$ cat config.mk
export PLATFORM = sky130hd
export DESIGN_NAME = sdmi_mul
export DESIGN_NICKNAME = d
export VERILOG_FILES = /design/src/rtl/spring_damper_multistep_integrator_unit_macros.svh /design/src/rtl/sdmi_pkg.sv /design/src/rtl/sdmi_mul.sv
export SDC_FILE = /design/constraint.sdc
export NUM_CORES = 2
export LEC_CHECK = 0
export BUFFER_PORTS_ARGS = -buffer_cell sky130_fd_sc_hd__buf_2
export CORE_AREA = 4 4 342 344
export DETAILED_ROUTE_END_ITERATION = 10
export DIE_AREA = 0 0 346 348
export HOLD_SLACK_MARGIN = 0.12
export PLACE_DENSITY = 0.55
export SYNTH_ARGS = -nofsm -noshare
export SYNTH_HDL_FRONTEND = slang
export SYNTH_SLANG_ARGS = --single-unit
export TNS_END_PERCENT = 50
$ cat constraint.sdc
create_clock -name clk_i -period 4.7 [get_ports clk_i]
set_input_delay 1.41 -clock clk_i [delete_from_list [all_inputs] [get_ports clk_i]]
set_output_delay 1.41 -clock clk_i [all_outputs]
set_load 0.05 [all_outputs]
$ cat src/rtl/spring_damper_multistep_integrator_unit_macros.svh
// ---------------------------------------------------------------------------
// assertion macros for the spring-damper integrator
// concurrent checks on clk_i, disabled while rst_ni is low
// ---------------------------------------------------------------------------
`ifndef SPRING_DAMPER_MULTISTEP_INTEGRATOR_UNIT_MACROS_SVH
`define SPRING_DAMPER_MULTISTEP_INTEGRATOR_UNIT_MACROS_SVH

`ifndef SYNTH
// same-cycle implication
`define SDMI_ASSERT_IMP(lbl, ante, cons, msg) \
  lbl: assert property (@(posedge clk_i) disable iff (!rst_ni) (ante) |-> (cons)) \
    else $error(msg);
// next-cycle implication
`define SDMI_ASSERT_NXT(lbl, ante, cons, msg) \
  lbl: assert property (@(posedge clk_i) disable iff (!rst_ni) (ante) |=> (cons)) \
    else $error(msg);
`else
`define SDMI_ASSERT_IMP(lbl, ante, cons, msg)
`define SDMI_ASSERT_NXT(lbl, ante, cons, msg)
`endif

`endif

$ cat src/rtl/sdmi_pkg.sv
// ---------------------------------------------------------------------------
// sdmi_pkg
// shared types, constants and helpers of the spring-damper integrator
// ---------------------------------------------------------------------------
package sdmi_pkg;

  localparam int DATA_W     = 32;
  localparam int REG_W      = 31;
  localparam int CFG_IDX_W  = 3;
  localparam int ACC_W      = 64;
  localparam int WEIGHT_W   = 6;
  localparam int HIST_SLOTS = 3;
  localparam int DOF_W      = 2;
  localparam int ORDER_W    = 2;

  // divide-by-three unit: 40 bit numerator, 8 bits per cycle
  localparam int DIV_W     = 40;
  localparam int DIV_BITS  = 8;
  localparam int DIV_CYC   = DIV_W / DIV_BITS;
  localparam int DIV_CNT_W = 3;
  localparam logic [2:0] DIVISOR = 3'd3;

  typedef enum logic [CFG_IDX_W-1:0] {
    REG_TIME_STEP    = 3'd0,
    REG_INVERSE_MASS = 3'd1,
    REG_STIFFNESS    = 3'd2,
    REG_DAMPING      = 3'd3,
    REG_MAX_ORDER    = 3'd4,
    REG_DOF_COUNT    = 3'd5
  } cfg_reg_e;

  localparam logic [REG_W-1:0]   TIME_STEP_RST    = 31'd655;
  localparam logic [REG_W-1:0]   INVERSE_MASS_RST = 31'd65536;
  localparam logic [ORDER_W-1:0] MAX_ORDER_RST    = 2'd1;
  localparam logic [DOF_W-1:0]   DOF_COUNT_RST    = 2'd3;

  // multistep weights in twelfths, row = order - 1, column = history slot
  localparam logic signed [WEIGHT_W-1:0] AB_W12 [HIST_SLOTS][HIST_SLOTS] = '{
    '{6'sd12,  6'sd0,   6'sd0},
    '{6'sd18, -6'sd6,   6'sd0},
    '{6'sd23, -6'sd16,  6'sd5}
  };
  localparam logic signed [WEIGHT_W-1:0] AM_W12 [HIST_SLOTS][HIST_SLOTS] = '{
    '{6'sd12,  6'sd0,   6'sd0},
    '{6'sd6,   6'sd6,   6'sd0},
    '{6'sd5,   6'sd8,  -6'sd1}
  };

  localparam logic signed [ACC_W-1:0] S32_MAX = 64'sd2147483647;
  localparam logic signed [ACC_W-1:0] S32_MIN = -64'sd2147483648;

  typedef struct packed {
    logic                     clip;
    logic signed [DATA_W-1:0] val;
  } sat_t;

  typedef struct packed {
    logic busy;
    logic done;
  } div_stat_t;

  function automatic sat_t sat32(input logic signed [ACC_W-1:0] x);
    sat_t r;
    r.clip = 1'b0;
    r.val  = x[DATA_W-1:0];
    if (x > S32_MAX) begin
      r.clip = 1'b1;
      r.val  = S32_MAX[DATA_W-1:0];
    end else if (x < S32_MIN) begin
      r.clip = 1'b1;
      r.val  = S32_MIN[DATA_W-1:0];
    end
    return r;
  endfunction

endpackage

$ cat src/rtl/sdmi_mul.sv
// ---------------------------------------------------------------------------
// sdmi_mul
// shared registered 32x32 signed multiplier with fixed-point rounding
// ---------------------------------------------------------------------------
module sdmi_mul import sdmi_pkg::*; #(
  parameter int FRACTION_BITS = 16
) (
  input  logic                     clk_i,
  input  logic                     rst_ni,
  input  logic                     en_i,
  input  logic signed [DATA_W-1:0] a_i,
  input  logic signed [DATA_W-1:0] b_i,
  output logic signed [ACC_W-1:0]  prod_o,
  output logic signed [ACC_W-1:0]  round_o
);

  localparam logic signed [ACC_W-1:0] HALF = 64'sd1 <<< (FRACTION_BITS - 1);

  logic signed [ACC_W-1:0] prod_q;

  always_ff @(posedge clk_i or negedge rst_ni) begin
    if (!rst_ni) begin
      prod_q <= '0;
    end else if (en_i) begin
      prod_q <= ACC_W'(a_i) * ACC_W'(b_i);
    end
  end

  // round to nearest, ties toward plus infinity
  assign prod_o  = prod_q;
  assign round_o = (prod_q + HALF) >>> FRACTION_BITS;

endmodule

# == Yosys cells after proc, flatten, opt, wreduce, memory -nomap -nowiden ==
# Index checks and enable logic that the tools add are counted.
# word_totals
output_inout_bits,128
word_cells,3
in_bits,67
reg_bits,64
# op_classes
mul,1
n_addsub,1
# op_table
operator,count
"64-bit by 17-bit adder with 64-bit output, second input constant",1
32-bit by 32-bit multiplier with 64-bit output,1

# == Logic depth before layout (Yosys ltp) ==
# depth
word_depth,1
mapped_depth,28
depth_no_buf,26

# == Worst setup path before layout ==
# No wires, ideal clock.
# synth_timing
path_kind,input port to flip-flop
start,input port b_i[2]
end,"register prod_q[63], in the netlist prod_o[63]"
slack_ns,-4.143
setup_time_ns,0.137
t_arrival_ns,8.706
required_ns,4.563
path_buffers,2
path_stages,26
path_cell_list,clkbuf_1 > nand2_1 > inv_1 > fa_1 > fa_1 > fa_1 > fa_1 > inv_1 > fa_1 > inv_1 > fa_1 > inv_1 > fa_1 > inv_1 > fa_1 > ha_1 > clkbuf_1 > a21oi_1 > o21ai_1 > o2bb2ai_1 > or2_2 > a221oi_1 > o311ai_0 > a41oi_1 > xnor2_1 > a21oi_1
# synth_via
elab_chain_len,1
# synth_rtl
element,line,rtl
"start, declared",sdmi_mul.sv:12,"input logic signed [DATA_W-1:0] b_i,"
32-bit by 32-bit multiplier with 64-bit output,sdmi_mul.sv:25,prod_q <= ACC_W'(a_i) * ACC_W'(b_i);
"end signal, assigned",sdmi_mul.sv:25,
"end, declared",sdmi_mul.sv:19,logic signed [ACC_W-1:0] prod_q;
# Every way passes these cells.
# A chain may end at the register's enable or synchronous reset.

# == Worst setup path in the final report ==
# layout_timing
start,input port b_i[7]
end,"register prod_q[59], in the netlist prod_o[59]"
# The elaborated chain is that of the path after synthesis.

==> impl_metrics.yaml <==
status:
  status: "complete, but fails checks"
  violations: "negative setup slack"
sta:
  maxSlewViolCount: 0
  min_period_over_period_pct: 172
  fmax_mhz: 123
  rsz0062_at_grt: "true"
  finalHoldViolations: 0
  setup_violations: 58
  layout_min_cycle_time_ns: 8.10
  clock_skew_ns: 0
  fin_ws_ns: -3.40
  slew_headroom_pct: 34.0
  worst_slew_pin_slew_ns: 0.990
synth:
  syn-num-nets: 5528
  ys_types: 71
  yosys_warnings: 0
  ys_ff_latch: 64
  synth_ff_type: "dfrtp_1"
  synth_seq_area_share_pct: 4.05
  syn_area_um2: 39500
  avgSynthCellArea_um2: 9.42
  netlist_instances: 4194
  synthArstFlopShare_pct: 100
  synth_edf_count: 0
job:
  maxCapViolations: 0
floorplanning:
  fp.coreArea_um2: 114000
  dieArea_um2: 120000
  initial_core_util_pct: 34.7
  die_y_um: 348
  pin_count: 195
  rows: 124
  fp.dieW_um: 346
worst_setup_path:
  reg2reg_slack_ns: 3.56
  cp_max_fo: 6
  r2r_cells: 3
  critical_path.reg2reg.endpoint: "prod_o[42]"
  r2r-start: "prod_o[42]"
  cp-end-kind: "flip-flop"
  critPathLaunchType: "primary input"
  critPathRequiredTime_ns: 4.93
  worstPathArrival_ns: 8.33
  crit_type: "in2reg"
worst_hold_path:
  hold_start: "prod_o[7]"
  hold_path.class: "reg2reg"
  min_to: "prod_o[7]"
  whs_path_depth: 1
clocking:
  path_clk_slew_ns: 0.06
  cts_root_buffer: "clkbuf_16"
  numCtsBuffers: 9
  cts_tree: "built"
  cts_buffer_depth: 2
  insertion_delay_ns: 0.34
  h-tree-depth: 3
  clock_sinks: 64
cells_and_area:
  nets: 6059
  layout_common_cells: "fa_1 (999), inv_1 (941), nand2_1 (540)"
  final_cells: 6245
  drive_above_1_share_pct: 24.8
  areaGrowthSynthToFinish_pct: 24.8
  final_common_cell: "fa_1"
  fin_util_pct: 43.3
  largest_reg_flops: 64
placement:
  place_congestion: 0.878
  post-place-ws_ns: -4.05
  dp_cells: 6161
  hpwl_um: 99700
  port_buffers: 194
global_route:
  grt.busiest_layer: "met2"
  grt_pass1_vias: 33500
  use_met2_pct: 37.4
  globalRouteMet1Util_pct: 24.0
  gr-usage-met3_pct: 1.85
  grt_overflow_total: 0
  antenna_found_initial: 3
  grt_pass1_wl_um: 187000
  grt_max_degree: 76
  grt_use_total_pct: 19.8
drt:
  vias: 29500
  wl_per_cell_um: 18.8
  finalWirelength_um: 118000
  routed_via_density: 4.72
  drc_errors: 0
  drt-pass1-iter-count: 5
  drtIter0Drc: 1337
  ant_nets: 0
[through the flow]
step	cell area (um2)	TNS (ns)	hold slack, ns
finish	49300	-163.13	0.499
global route	49300	-172.24	0.514
CTS	47800	-165.70	0.496
detailed placement	46300	-202.36	0.482
global placement	46300	-200.90	0.486
floorplan	40400	-163.64	0.748
[per-layer routing]
| layer | vias to the layer above | part of all wire [%] |
|---|---|---|
| met5 | - | 0 |
| met4 | 0 | 3.3 |
| met3 | 162 | 3.4 |
| met2 | 580 | 53 |
| met1 | 15600 | 40 |
| li1 | 13200 | - |
[how the worst max path moves through the flow]
stage,from,endpoint,slack (ns),cells past startpoint
after detailed placement,b_i[14],prod_o[57],-4.05,24
after global routing,a_i[19],prod_o[59],-3.51,28
after global placement,b_i[14],prod_o[57],-4.00,24
after floorplan,a_i[31],prod_o[59],-3.68,24
final,b_i[7],prod_o[59],-3.40,28
after CTS,a_i[19],prod_o[59],-3.37,27
[synthesized netlist by cell type (8+ instances only)]
master	number	area share, %
fa_1	1082	55
inv_1	977	9.3
nand2_1	560	5.3
and2_1	518	8.2
clkbuf_1	208	2.0
ha_1	185	5.9
xnor2_1	84	1.9
nor2_1	78	0.74
a21oi_1	69	0.87
dfrtp_1	64	4.1
mux2_2	44	1.3
o21ai_0	35	0.44
a21o_1	32	0.61
nand3_1	25	0.32
xor2_1	25	0.55
nand4_1	23	0.36
buf_4	16	0.30
and3_1	15	0.24
nor3_1	14	0.18
nand2b_1	10	0.16
o21bai_1	9	0.17
a31oi_1	8	0.13
o31ai_1	8	0.15
[cell type report]
class,instances,area [um2]
Fill cell,11100,64600
Multi-Input combinational cell,2923,35200
Timing Repair Buffer,750,6700
Inverter,977,3670
Tap cell,1512,1890
Sequential cell,64,1610
Clock buffer,11,243
Clock inverter,5,32.5
Antenna cell,3,7.51
[cell families (layout without fill, tap and decap cells)]
group / Yosys count / in the layout / synth area share, %
AOI/OAI and AO/OA: 229 / 229 / 3.88
xor gates and xnor gates: 109 / 109 / 2.42
adders and majority gates: 1267 / 1267 / 60.7
buffers and inverters: 1207 / 1743 / 11.6
DFF: 64 / 64 / 4.05
muxes: 46 / 46 / 1.30
other: 0 / 3 / 0
and+or+nand+nor: 1272 / 1272 / 16.1
[worst max-delay path, cell delays in order]
cell	delay, ns
buf_12	0.12
buf_12	0.14
buf_12	0.14
and2_4	0.13
fa_1	0.49
fa_1	0.43
fa_1	0.50
inv_1	0.05
fa_1	0.48
inv_1	0.05
fa_1	0.47
inv_1	0.05
fa_1	0.49
inv_2	0.04
fa_1	0.53
fa_2	0.49
ha_4	0.29
buf_6	0.08
and2_4	0.12
and3_4	0.19
o2111ai_4	0.13
a211oi_4	0.30
o211ai_2	0.21
a311oi_4	0.32
buf_6	0.18
a21boi_2	0.06
xnor2_1	0.13
mux2_4	0.26
[timing repair]
action | 4_1_cts | 5_1_grt
pin swaps | 146 | 147
setup buffers | 25 | 30
setup endpoints to repair | 76 | 83
cloned | 2 | 11
hold buffers | 0 | 0
gates resized for setup | 228 | 275
Power is left out: the tool's default activity adds up to more than one toggle a clock period on the data nets, which glitch-free logic cannot reach.
