### config.mk
export PLATFORM = sky130hd
export DESIGN_NAME = sdmi_div3
export DESIGN_NICKNAME = d
export VERILOG_FILES = /design/src/rtl/spring_damper_multistep_integrator_unit_macros.svh /design/src/rtl/sdmi_pkg.sv /design/src/rtl/sdmi_div3.sv
export SDC_FILE = /design/constraint.sdc
export NUM_CORES = 1
export LEC_CHECK = 0
export BUFFER_PORTS_ARGS = -buffer_cell sky130_fd_sc_hd__buf_4
export CORE_UTILIZATION = 52
export CTS_BUF_LIST = sky130_fd_sc_hd__clkbuf_8
export DETAILED_ROUTE_END_ITERATION = 16
export PLACE_DENSITY = 0.79
export REMOVE_ABC_BUFFERS = 1
export SYNTH_ARGS = -nofsm -noshare
export SYNTH_HDL_FRONTEND = slang
export SYNTH_SLANG_ARGS = --single-unit
### constraint.sdc
create_clock -name clk_i -period 7.6 [get_ports clk_i]
set_input_delay 2.28 -clock clk_i [delete_from_list [all_inputs] [get_ports clk_i]]
set_output_delay 2.28 -clock clk_i [all_outputs]
set_load 0.01 [all_outputs]
### src/rtl/spring_damper_multistep_integrator_unit_macros.svh
// ---------------------------------------------------------------------------
// assertion macros for the spring-damper integrator
// concurrent checks on clk_i, disabled while rst_ni is low
// ---------------------------------------------------------------------------
`ifndef SPRING_DAMPER_MULTISTEP_INTEGRATOR_UNIT_MACROS_SVH
`define SPRING_DAMPER_MULTISTEP_INTEGRATOR_UNIT_MACROS_SVH

`ifndef SYNTH
// same-cycle implication
`define SDMI_ASSERT_IMP(lbl, ante, cons, msg) \
  lbl: assert property (@(posedge clk_i) disable iff (!rst_ni) (ante) |-> (cons)) \
    else $error(msg);
// next-cycle implication
`define SDMI_ASSERT_NXT(lbl, ante, cons, msg) \
  lbl: assert property (@(posedge clk_i) disable iff (!rst_ni) (ante) |=> (cons)) \
    else $error(msg);
`else
`define SDMI_ASSERT_IMP(lbl, ante, cons, msg)
`define SDMI_ASSERT_NXT(lbl, ante, cons, msg)
`endif

`endif

### src/rtl/sdmi_pkg.sv
// ---------------------------------------------------------------------------
// sdmi_pkg
// shared types, constants and helpers of the spring-damper integrator
// ---------------------------------------------------------------------------
package sdmi_pkg;

  localparam int DATA_W     = 32;
  localparam int REG_W      = 31;
  localparam int CFG_IDX_W  = 3;
  localparam int ACC_W      = 64;
  localparam int WEIGHT_W   = 6;
  localparam int HIST_SLOTS = 3;
  localparam int DOF_W      = 2;
  localparam int ORDER_W    = 2;

  // divide-by-three unit: 40 bit numerator, 8 bits per cycle
  localparam int DIV_W     = 40;
  localparam int DIV_BITS  = 8;
  localparam int DIV_CYC   = DIV_W / DIV_BITS;
  localparam int DIV_CNT_W = 3;
  localparam logic [2:0] DIVISOR = 3'd3;

  typedef enum logic [CFG_IDX_W-1:0] {
    REG_TIME_STEP    = 3'd0,
    REG_INVERSE_MASS = 3'd1,
    REG_STIFFNESS    = 3'd2,
    REG_DAMPING      = 3'd3,
    REG_MAX_ORDER    = 3'd4,
    REG_DOF_COUNT    = 3'd5
  } cfg_reg_e;

  localparam logic [REG_W-1:0]   TIME_STEP_RST    = 31'd655;
  localparam logic [REG_W-1:0]   INVERSE_MASS_RST = 31'd65536;
  localparam logic [ORDER_W-1:0] MAX_ORDER_RST    = 2'd1;
  localparam logic [DOF_W-1:0]   DOF_COUNT_RST    = 2'd3;

  // multistep weights in twelfths, row = order - 1, column = history slot
  localparam logic signed [WEIGHT_W-1:0] AB_W12 [HIST_SLOTS][HIST_SLOTS] = '{
    '{6'sd12,  6'sd0,   6'sd0},
    '{6'sd18, -6'sd6,   6'sd0},
    '{6'sd23, -6'sd16,  6'sd5}
  };
  localparam logic signed [WEIGHT_W-1:0] AM_W12 [HIST_SLOTS][HIST_SLOTS] = '{
    '{6'sd12,  6'sd0,   6'sd0},
    '{6'sd6,   6'sd6,   6'sd0},
    '{6'sd5,   6'sd8,  -6'sd1}
  };

  localparam logic signed [ACC_W-1:0] S32_MAX = 64'sd2147483647;
  localparam logic signed [ACC_W-1:0] S32_MIN = -64'sd2147483648;

  typedef struct packed {
    logic                     clip;
    logic signed [DATA_W-1:0] val;
  } sat_t;

  typedef struct packed {
    logic busy;
    logic done;
  } div_stat_t;

  function automatic sat_t sat32(input logic signed [ACC_W-1:0] x);
    sat_t r;
    r.clip = 1'b0;
    r.val  = x[DATA_W-1:0];
    if (x > S32_MAX) begin
      r.clip = 1'b1;
      r.val  = S32_MAX[DATA_W-1:0];
    end else if (x < S32_MIN) begin
      r.clip = 1'b1;
      r.val  = S32_MIN[DATA_W-1:0];
    end
    return r;
  endfunction

endpackage

### src/rtl/sdmi_div3.sv
// ---------------------------------------------------------------------------
// sdmi_div3
// iterative unsigned divide by three, several quotient bits per cycle
// ---------------------------------------------------------------------------
module sdmi_div3 import sdmi_pkg::*; (
  input  logic             clk_i,
  input  logic             rst_ni,
  input  logic             start_i,
  input  logic [DIV_W-1:0] num_i,
  output logic [DIV_W-1:0] quo_o,
  output div_stat_t        stat_o
);

  logic [DIV_W-1:0]     num_q;
  logic [DIV_W-1:0]     quo_q;
  logic [1:0]           rem_q;
  logic [DIV_CNT_W-1:0] cnt_q;
  logic                 busy_q;
  logic                 done_q;

  logic [DIV_BITS-1:0]  qbits;
  logic [1:0]           rem_n;

  // restoring steps, remainder stays below three
  always_comb begin
    logic [2:0] trial;
    logic [1:0] r;
    r     = rem_q;
    qbits = '0;
    for (int k = 0; k < DIV_BITS; k++) begin
      trial = {r, num_q[DIV_W-1-k]};
      if (trial >= DIVISOR) begin
        qbits[DIV_BITS-1-k] = 1'b1;
        r = 2'(trial - DIVISOR);
      end else begin
        r = trial[1:0];
      end
    end
    rem_n = r;
  end

  always_ff @(posedge clk_i or negedge rst_ni) begin
    if (!rst_ni) begin
      num_q  <= '0;
      quo_q  <= '0;
      rem_q  <= '0;
      cnt_q  <= '0;
      busy_q <= 1'b0;
      done_q <= 1'b0;
    end else if (start_i) begin
      num_q  <= num_i;
      quo_q  <= '0;
      rem_q  <= '0;
      cnt_q  <= '0;
      busy_q <= 1'b1;
      done_q <= 1'b0;
    end else if (busy_q) begin
      num_q <= num_q << DIV_BITS;
      quo_q <= {quo_q[DIV_W-DIV_BITS-1:0], qbits};
      rem_q <= rem_n;
      cnt_q <= cnt_q + 1'b1;
      if (cnt_q == DIV_CNT_W'(DIV_CYC - 1)) begin
        busy_q <= 1'b0;
        done_q <= 1'b1;
      end
    end else begin
      done_q <= 1'b0;
    end
  end

  assign quo_o       = quo_q;
  assign stat_o.busy = busy_q;
  assign stat_o.done = done_q;

endmodule
Yosys cells after proc, flatten, opt, wreduce, memory -nomap -nowiden
Cells that the tools add are included.
- bits in latches: 0
- RAM bits: 0
- logic and storage cells: 56
- memory bits (read-only): 0
- memories kept: 0
- bits in registers: 87
- $mul: 0
- reductions and logical operators: 1
- div/mod/pow operators: 0
- add/sub/neg operators: 9
- shift operators: 0
- eq/ne operators: 2
- order comparisons: 8
- multiplexer cells: 30
- bitwise logic cells: 0
- operators with widths (kind ; number):
    2-to-1 mux 40 bit ; 4
    greater-or-equal comparator 3 x 2 -> 1 bit, second input constant ; 8
    2-to-1 mux 2 bit ; 10
    subtractor 2 bit, second input constant ; 8
    2-to-1 mux 1 bit ; 14
    2-to-1 mux 3 bit ; 2
    adder 3 x 1 -> 3 bit, second input constant ; 1
    equality test 3 bit, second input constant ; 1
    != test 3 x 2 -> 1 bit, second input constant ; 1
    nonzero test 2 bit ; 1

Longest topological paths before layout
Gate-level depths: netlist (run 1).
- depth after elaboration: 18
- depth in mapped cells: 40

Worst setup path after synthesis (run 1)
No wires, ideal clock.
- path type: register to register
- start point: register num_q[39]
- end point: register rem_q[1]
- setup slack: -0.267 ns
- arrival time: 7.767 ns
- stages on the path, launching flop included: 38
- path buffers: 1
- required time: 7.501 ns
- cells stage by stage: dfrtp_1 -> ha_1 -> or3_1 -> buf_6 -> a21oi_1 -> ha_1 -> nor2_1 -> mux2i_4 -> a21oi_1 -> ha_1 -> nor3b_1 -> mux2i_1 -> a21oi_1 -> ha_1 -> nand2b_1 -> mux2i_1 -> a221oi_2 -> inv_2 -> [... 2 more ...] -> o32ai_2 -> o21ai_0 -> ha_1 -> or4_4 -> and2_1 -> a21oi_1 -> ha_1 -> nor3b_1 -> mux2_2 -> nand2_1 -> a21oi_1 -> a221o_1 -> nor3_1 -> inv_1 -> ha_1 -> nand2b_1 -> a21oi_1 -> a311oi_1
- word-level cells in the longest chain between the ends: 18
- elaborated cells between the ends (all ways): 26
- ends and longest elaborated chain (what ; RTL line ; source):
    from (decl) ; sdmi_div3.sv:14 ; logic [DIV_W-1:0] num_q;
    from (signal assigned) ; sdmi_div3.sv:51 ; num_q <= num_i;
    from (signal assigned) ; sdmi_div3.sv:58 ; num_q <= num_q << DIV_BITS;
    greater-or-equal comparator 3 x 2 -> 1 bit / subtractor 2 bit (equally long branches) ; sdmi_div3.sv:32, sdmi_div3.sv:34 ;
    2-to-1 mux 2 bit * ; sdmi_div3.sv:32 ; if (trial >= DIVISOR) begin
    greater-or-equal comparator 3 x 2 -> 1 bit / subtractor 2 bit (equally long branches) ; sdmi_div3.sv:32, sdmi_div3.sv:34 ;
    2-to-1 mux 2 bit * ; sdmi_div3.sv:32 ;
    greater-or-equal comparator 3 x 2 -> 1 bit / subtractor 2 bit (equally long branches) ; sdmi_div3.sv:32, sdmi_div3.sv:34 ;
    2-to-1 mux 2 bit * ; sdmi_div3.sv:32 ;
    greater-or-equal comparator 3 x 2 -> 1 bit / subtractor 2 bit (equally long branches) ; sdmi_div3.sv:32, sdmi_div3.sv:34 ;
    2-to-1 mux 2 bit * ; sdmi_div3.sv:32 ;
    [... 2 more ...] ; n/a ;
    greater-or-equal comparator 3 x 2 -> 1 bit / subtractor 2 bit (equally long branches) ; sdmi_div3.sv:32, sdmi_div3.sv:34 ;
    2-to-1 mux 2 bit * ; sdmi_div3.sv:32 ;
    greater-or-equal comparator 3 x 2 -> 1 bit / subtractor 2 bit (equally long branches) ; sdmi_div3.sv:32, sdmi_div3.sv:34 ;
    2-to-1 mux 2 bit * ; sdmi_div3.sv:32 ;
    greater-or-equal comparator 3 x 2 -> 1 bit / subtractor 2 bit (equally long branches) ; sdmi_div3.sv:32, sdmi_div3.sv:34 ;
    2-to-1 mux 2 bit * ; sdmi_div3.sv:32 ;
    2-to-1 mux 2 bit * ; sdmi_div3.sv:57 ; end else if (busy_q) begin
    2-to-1 mux 2 bit * ; sdmi_div3.sv:50 ; end else if (start_i) begin
    to (signal assigned) ; sdmi_div3.sv:60 ; rem_q <= rem_n;
    to (decl) ; sdmi_div3.sv:16 ; logic [1:0] rem_q;
Mark *: on every way between the ends. The rest lies on a longest branch, timed or not. The select of a mux whose other input is x is not followed.
A chain may end at the register's enable or synchronous reset.

Worst setup path in the final report (run 1)
- start point: register rem_q[0]
- end point: register rem_q[1]
- word-level cells in the longest chain between the ends: 18
- elaborated cells between the ends (all ways): 26
- ends and longest elaborated chain (what ; RTL line):
    greater-or-equal comparator 3 x 2 -> 1 bit / subtractor 2 bit (equally long branches) ; sdmi_div3.sv:32, sdmi_div3.sv:34
    2-to-1 mux 2 bit * ; sdmi_div3.sv:32
    greater-or-equal comparator 3 x 2 -> 1 bit / subtractor 2 bit (equally long branches) ; sdmi_div3.sv:32, sdmi_div3.sv:34
    2-to-1 mux 2 bit * ; sdmi_div3.sv:32
    greater-or-equal comparator 3 x 2 -> 1 bit / subtractor 2 bit (equally long branches) ; sdmi_div3.sv:32, sdmi_div3.sv:34
    2-to-1 mux 2 bit * ; sdmi_div3.sv:32
    greater-or-equal comparator 3 x 2 -> 1 bit / subtractor 2 bit (equally long branches) ; sdmi_div3.sv:32, sdmi_div3.sv:34
    2-to-1 mux 2 bit * ; sdmi_div3.sv:32
    [... 2 more ...] ; n/a
    greater-or-equal comparator 3 x 2 -> 1 bit / subtractor 2 bit (equally long branches) ; sdmi_div3.sv:32, sdmi_div3.sv:34
    2-to-1 mux 2 bit * ; sdmi_div3.sv:32
    greater-or-equal comparator 3 x 2 -> 1 bit / subtractor 2 bit (equally long branches) ; sdmi_div3.sv:32, sdmi_div3.sv:34
    2-to-1 mux 2 bit * ; sdmi_div3.sv:32
    greater-or-equal comparator 3 x 2 -> 1 bit / subtractor 2 bit (equally long branches) ; sdmi_div3.sv:32, sdmi_div3.sv:34
    2-to-1 mux 2 bit * ; sdmi_div3.sv:32
    2-to-1 mux 2 bit * ; sdmi_div3.sv:57
    2-to-1 mux 2 bit * ; sdmi_div3.sv:50
Marks and branches as above.

==> impl_summary.log, run 1 <==
INFO  metric detail_route.wirelength.met1 = 4103 um
INFO  metric wl_met3 = 431 um
INFO  metric die_width = 93.99 um
INFO  metric insertedDiodeCount = 0
INFO  metric io_pins = 85
INFO  metric fin_total_pwr = 0.001760 W
INFO  metric synth_seq_area_share = 0.4947
INFO  metric critical_path_class = flop to flop
INFO  metric ctsLongestPathBuffers = 2
INFO  metric share_of_flip_flops_with_an_asynchronous_set_or_reset = 1.000
INFO  metric wl = 8605 um
INFO  metric routabilityCongestion = 0.8803
INFO  metric worst_skew_pair.late_latency = 0.35 ns
INFO  metric top_layer_used = met4
INFO  metric syn-instance-count = 423
INFO  metric dp_hpwl = 5507 um
INFO  metric drt-pass1-iter-count = 4
INFO  metric met2WireLength = 3982 um
INFO  metric grt.total_usage = 0.2000
INFO  metric port_buffers = 84
INFO  metric vdd_drop_max = 0.0001545 V
INFO  metric slew_viol_final = 0
INFO  metric timing.hold.worst_path_depth = 1
INFO  metric worst_setup_path_end_kind = flop
INFO  metric postSynthRegisterBits = 87
INFO  metric count_of_unresolved_drc_violations_after_routing = 0
INFO  metric comb_power_share = 0.463
INFO  metric clkSinkCount = 87
INFO  metric yosys.cell_types.count = 52
INFO  metric clock-skew-final = 0.009927 ns
INFO  metric layout-drive-gt1-share = 0.2982
INFO  metric slowest_stage = a2111o_1
INFO  metric crit_path_frequent_cell = ha_2
INFO  metric timing.slew.headroom = 0.3008
INFO  metric globalRouteOverflowTotal = 0
INFO  metric grt_pass1_vias = 3178
INFO  metric route.detailed.wl_per_inst = 13.92 um
INFO  metric min_delay_worst_endpoint = num_q[6]
INFO  metric maxClockFrequency = 136.6 MHz
INFO  metric layout.core_utilization = 0.6700
INFO  metric pin_count_of_the_biggest_net_entering_global_routing = 121
INFO  metric holdBufCountCts = 0
INFO  metric cp_max_fo = 6
INFO  metric setup.worst_path.start_class = flop
INFO  metric core-area = 8217 um2
INFO  metric clockRootBuffer = clkbuf_8
INFO  metric clock_power_share = 0.200
INFO  metric layout.cells.most_common = buf_4
INFO  metric synth_flop_cell = dfrtp_1
INFO  metric synth.avg_cell_area = 10.40 um2
INFO  metric synth_edf_count = 0
INFO  metric timing.final.hold_violations = 0
INFO  metric drv.max_cap_violation_count = 0
INFO  metric tritoncts = built
INFO  metric pwr-share-seq = 0.337
INFO  metric flow.area_growth_from_synthesis = 25.11%
INFO  metric cts_max_level = 3
INFO  metric power-per-cell-area = 319.7 nW/um2
INFO  metric fin_crit = 7.320 ns
INFO  metric worst_ep_required_time = 7.79 ns
INFO  metric start_util = 0.5356
INFO  metric layout_worst_path_cycle_share = 0.9632
INFO  metric cellInternalPower = 0.001135 W
INFO  metric detailedRoute.firstIterationViolations = 138
INFO  metric detailroute.via_count = 3350
INFO  metric run_status = complete, no violations
INFO  metric power.leakage = 2.970 nW
INFO  metric chipHeight = 93.99 um
INFO  metric cts_made_buffers = 9
INFO  metric r2r-start = rem_q[0]
INFO  metric power_switching_share = 0.3549
INFO  metric worst_hold_path_type = flop to flop
INFO  metric final.fill_count = 660
INFO  metric arrival = 7.51 ns
INFO  metric max_slew.worst_pin.slew = 1.049 ns
INFO  metric cts_clock_pin_slew_for_the_worst_setup_and_hold_paths = 0.08 ns
INFO  metric reg2reg_depth = 37
INFO  metric final_cell_mix = buf_4 (102), dfrtp_1 (86), mux2i_1 (68)
INFO  metric first_pass_grt_wire_length = 13920 um
INFO  metric setup_viol = 0
INFO  metric detail-route-antenna-nets = 0
INFO  metric synth_area = 4400 um2
INFO  metric regToRegSetupSlack = 0.28 ns
INFO  metric critical_path.max_stage_delay = 0.43 ns
INFO  metric drt-vias-per-instance = 5.421
INFO  metric finalNetCount = 561
INFO  metric netsw = 0.0006248 W
INFO  metric floorplan.die_area = 8834 um2
INFO  metric worstHoldStart = num_q[6]
INFO  metric ys_warn_count = 0
INFO  metric placementRows = 33
INFO  metric grt_antenna_before_repair = 0
INFO  metric critical_path.reg2reg.endpoint = rem_q[1]
power groups by stage:
stage / Clock, W / Combinational (W) / Sequential (W)
CTS: 0.000362 / 0.000730 / 0.000591
global placement: 0 / 0.000684 / 0.000596
detailed placement: 0 / 0.000713 / 0.000599
floorplan: 0 / 0.000472 / 0.000609
global route: 0.000381 / 0.000890 / 0.000602
finish: 0.000352 / 0.000816 / 0.000593
cells by family (layout without fill, tap and decap cells):
logic type,after synthesis,after routing,synth area share
xor+xnor,2,2,0.003981
buf+inv,35,125,0.03326
compound gates,89,89,0.1436
fa+ha+maj,10,10,0.02843
simple gates,127,127,0.1254
flops,87,87,0.4947
mux,73,73,0.1706
layer usage:
metal  vias up  GRT usage
met3         7    0.04773
met1      1571     0.2564
met4         0    0.06282
met2        98     0.3339
met5         -          0
li1       1674          -
sequential cells by signal (all words and copies together) (netlist names):
signal and count:
num_q 40, rem_q 2, cnt_q 3, busy_q 1
quo_o 40, done_q 1
worst max-delay path, delay by kind of cell (launching register included):
| kind | cells | cell delay (ns) |
|---|---|---|
| DFF | 1 | 0.41 |
| buffers and inverters | 3 | 0.35 |
| AOI/OAI and AO/OA | 13 | 2.19 |
| muxes | 2 | 0.56 |
| and+or+nand+nor | 11 | 1.98 |
| adders and majority gates | 8 | 1.70 |
Yosys cell counts, types with 3 or more instances:
cell type,instances,area share
a211oi_1,8,0.014
a21oi_1,13,0.015
a22o_1,8,0.016
a311oi_1,4,0.0080
buf_1,7,0.0060
clkbuf_1,18,0.015
dfrtp_1,87,0.49
ha_1,10,0.028
inv_1,6,0.0051
mux2i_1,69,0.16
nand2_1,42,0.036
nand2b_1,3,0.0043
nand3_1,3,0.0034
nor2_1,58,0.049
nor3_1,4,0.0045
nor3b_1,3,0.0051
o21a_1,3,0.0051
o21ai_0,35,0.040
or3_1,3,0.0043
area by class of cell:
class | instances | area, um2 | area share
Sequential cell | 87 | 2181 | 0.3961
Multi-Input combinational cell | 301 | 2178 | 0.3957
Timing Repair Buffer | 102 | 765.7 | 0.1391
Clock buffer | 10 | 137.6 | 0.02500
Tap cell | 105 | 131.4 | 0.02386
Clock inverter | 6 | 85.08 | 0.01545
Inverter | 7 | 26.28 | 0.004773
what timing repair did:
action	4_1_cts	5_1_grt
setup endpoints to repair	3	3
pin swaps	0	3
setup buffers	1	7
gates resized for setup	5	19
metrics by stage:
step	TNS [ns]	cell area, um2	hold slack (ns)	setup slack (ns)	cells
CTS	0	5369	0.5117	0.007107	611
finish	0	5505	0.5062	0.2799	618
detailed placement	-0.8463	5121	0.4895	-0.3038	594
global route	-0.2458	5505	0.5205	-0.1060	618
floorplan	-1.169	4280	0.4656	-0.5279	395
global placement	0	5121	0.4819	0.1481	594
how the worst max path moves through the flow:
stage,start,to,slack [ns],depth (start not counted)
floorplan,num_q[39],rem_q[1],-0.53,36
global placement,rem_q[0],rem_q[1],0.15,36
detailed placement,rem_q[0],rem_q[1],-0.30,37
CTS,rem_q[0],rem_q[0],0.007,40
global route,rem_q[0],rem_q[1],-0.11,37
finish,rem_q[0],rem_q[1],0.28,37
No activity file was read; power rests on OpenSTA's default activity.
==> run 2, diff against run 1 <==
Settings changed: MAX_ROUTING_LAYER set to met4.
==> run 2 against run 1 <==
  * Final cell count did not move
  * First-iteration DRC count rose by 3.6%
  * Flip-flop and latch count did not move
  * Clock skew barely moved
  * Worst hold slack got worse by 0.00054 ns
  * Cell area did not move
  * Routed wire length fell by 0.20%
  * Via count rose by 0.12%
  * Maximum frequency barely moved
  * Power barely moved
  * Count of clock-buffer cells in the layout did not move
  * Global-route usage rose by 0.56 points
==> impl_summary.log, run 2 (synthesized netlist as in run 1, its figures left out) <==
INFO  metric start_util = 0.5356 (unchanged)
INFO  metric final-instance-count-excl-fill = 618 (unchanged)
INFO  metric run_status = complete, no violations
INFO  metric max_slew.worst_pin.slew = 1.047 ns (-0.001605 ns)
INFO  metric tritoncts = built
INFO  metric grt_pass1_vias = 3170 (-0.25%)
INFO  metric worst_setup_path_end_kind = flop
INFO  metric drt-pass1-iter-count = 6 (+2)
INFO  metric insertedDiodeCount = 0 (unchanged)
INFO  metric grt_antenna_before_repair = 0 (unchanged)
INFO  metric critical_path.max_stage_delay = 0.43 ns (about the same)
INFO  metric timing.final.hold_violations = 0 (unchanged)
INFO  metric fin_worst_hold_slack = 0.5057 ns (-0.0005360 ns)
INFO  metric setup_viol = 0 (unchanged)
INFO  metric worst_hold_path_type = flop to flop
INFO  metric globalRouteOverflowTotal = 0 (unchanged)
INFO  metric clock-skew-final = 0.009534 ns (-0.0003938 ns)
INFO  metric cts_max_level = 3 (unchanged)
INFO  metric io_pins = 85 (unchanged)
INFO  metric clkSinkCount = 87 (unchanged)
INFO  metric layout_worst_path_cycle_share = 0.9639 (about the same)
INFO  metric placementRows = 33 (unchanged)
INFO  metric routabilityCongestion = 0.8949 (+1.7%)
INFO  metric first_pass_grt_wire_length = 13910 um (about the same)
INFO  metric cp_max_fo = 6 (unchanged)
INFO  metric crit_path_frequent_cell = ha_2
INFO  metric clockRootBuffer = clkbuf_8
INFO  metric chipHeight = 93.99 um (unchanged)
INFO  metric worst_slack = 0.2741 ns (-0.005756 ns)
INFO  metric vdd_drop_max = 0.0001545 V (about the same)
INFO  metric core-area = 8217 um2 (unchanged)
INFO  metric regToRegSetupSlack = 0.27 ns (about the same)
INFO  metric die_width = 93.99 um (unchanged)
INFO  metric dp_hpwl = 5507 um (unchanged)
INFO  metric grt.total_usage = 0.2056 (+0.005631)
INFO  metric fin_crit = 7.326 ns (+0.005756 ns)
INFO  metric finalNetCount = 561 (unchanged)
INFO  metric detailroute.via_count = 3354 (+0.12%)
INFO  metric route.detailed.wl_per_inst = 13.90 um (-0.20%)
INFO  metric cts_made_buffers = 9 (unchanged)
INFO  metric port_buffers = 84 (unchanged)
INFO  metric detail-route-antenna-nets = 0 (unchanged)
INFO  metric setup.worst_path.start_class = flop
INFO  metric floorplan.die_area = 8834 um2 (unchanged)
INFO  metric final.setup.tns = 0 ns (unchanged)
INFO  metric pin_count_of_the_biggest_net_entering_global_routing = 121 (unchanged)
INFO  metric post-place-cells = 594 (unchanged)
INFO  metric layout.cells.most_common = buf_4
INFO  metric flow.area_growth_from_synthesis = 25.11% (unchanged)
INFO  metric critical_path_class = flop to flop
INFO  metric wl = 8588 um (-0.20%)
INFO  metric power.leakage = 2.970 nW (unchanged)
INFO  metric worst_ep_required_time = 7.79 ns (about the same)
INFO  metric drt-vias-per-instance = 5.427 (+0.12%)
INFO  metric power-per-cell-area = 319.5 nW/um2 (about the same)
INFO  metric slew_viol_final = 0 (unchanged)
INFO  metric final_cell_mix = buf_4 (102), dfrtp_1 (86), mux2i_1 (68)
INFO  metric count_of_unresolved_drc_violations_after_routing = 0 (unchanged)
INFO  metric maxClockFrequency = 136.5 MHz (about the same)
INFO  metric worst_skew_pair.late_latency = 0.35 ns (about the same)
INFO  metric slowest_stage = a2111o_1
INFO  metric cts_clock_pin_slew_for_the_worst_setup_and_hold_paths = 0.08 ns (about the same)
INFO  metric layout-drive-gt1-share = 0.2982 (unchanged)
INFO  metric holdBufCountCts = 0 (unchanged)
INFO  metric drv.max_cap_violation_count = 0 (unchanged)
INFO  metric ctsLongestPathBuffers = 2 (unchanged)
INFO  metric fin_total_pwr = 0.001759 W (about the same)
INFO  metric detailedRoute.firstIterationViolations = 143 (+3.6%)
INFO  metric arrival = 7.52 ns (about the same)
INFO  metric timing.slew.headroom = 0.3018 (+0.001071)
INFO  metric preCtsSetupSlack = -0.3038 ns (unchanged)
==> run 2: cell counts in the layout (fill, tap and decap cells not counted) <==
No cell type changed its count.
==> run 2: routing by layer <==
metal | GRT usage | wire, um | vias to the layer above
met5 | - | 0 | -
li1 | - | - | 1680
met1 | 0.2569 | 4124 | 1568
met4 | 0.06667 | 87 | 0
met3 | 0.04450 | 445 | 8
met2 | 0.3339 | 3931 | 98
==> run 2: worst max-delay path: cells and delay by family (launching register included) <==
family / cells / cell delay (ns)
DFF: 1 / 0.42
and+or+nand+nor: 11 / 1.98
muxes: 2 / 0.56
adders and majority gates: 8 / 1.69
buffers and inverters: 3 / 0.35
AOI/OAI and AO/OA: 13 / 2.19
==> run 2: final timing paths <==
| check | startpoint | endpoint | cells past startpoint |
|---|---|---|---|
| min | num_q[6] | num_q[6] | 1 |
| max | rem_q[0] | rem_q[1] | 37 |
| max reg2reg | rem_q[0] | rem_q[1] | 37 |
| min in group asynchronous | rst_ni | num_q[8] | 1 |
| min reg2reg | num_q[6] | num_q[6] | 1 |
| max in group asynchronous | rst_ni | busy_q | 1 |
==> run 2: cell type report <==
class | count | area, um2
fillers | 660 | 2711
flip-flops and latches | 87 | 2181
multi-input cells | 301 | 2178
repair buffers | 102 | 765.7
clock buffers | 10 | 137.6
well taps | 105 | 131.4
clock inverters | 6 | 85.08
inverters | 7 | 26.28
==> run 2: through the flow <==
stage | utilization | cell area [um2]
CTS | 0.6534 | 5369
detailed placement | 0.6233 | 5121
finish | 0.6700 | 5505
global placement | 0.6233 | 5121
floorplan | - | 4280
global route | 0.6700 | 5505
==> run 2: timing repair <==
action | 4_1_cts | 5_1_grt
buffers inserted | 1 | 7
pin swaps | 0 | 3
endpoints found under the setup margin | 3 | 3
gates resized for setup | 5 | 19
==> run 2: power breakdown <==
part	internal, W	switching [W]	total [W]
Sequential	0.000528	0.0000648	0.000593
Combinational	0.000415	0.000401	0.000816
Clock	0.000193	0.000158	0.000351
Total	0.00114	0.000624	0.00176
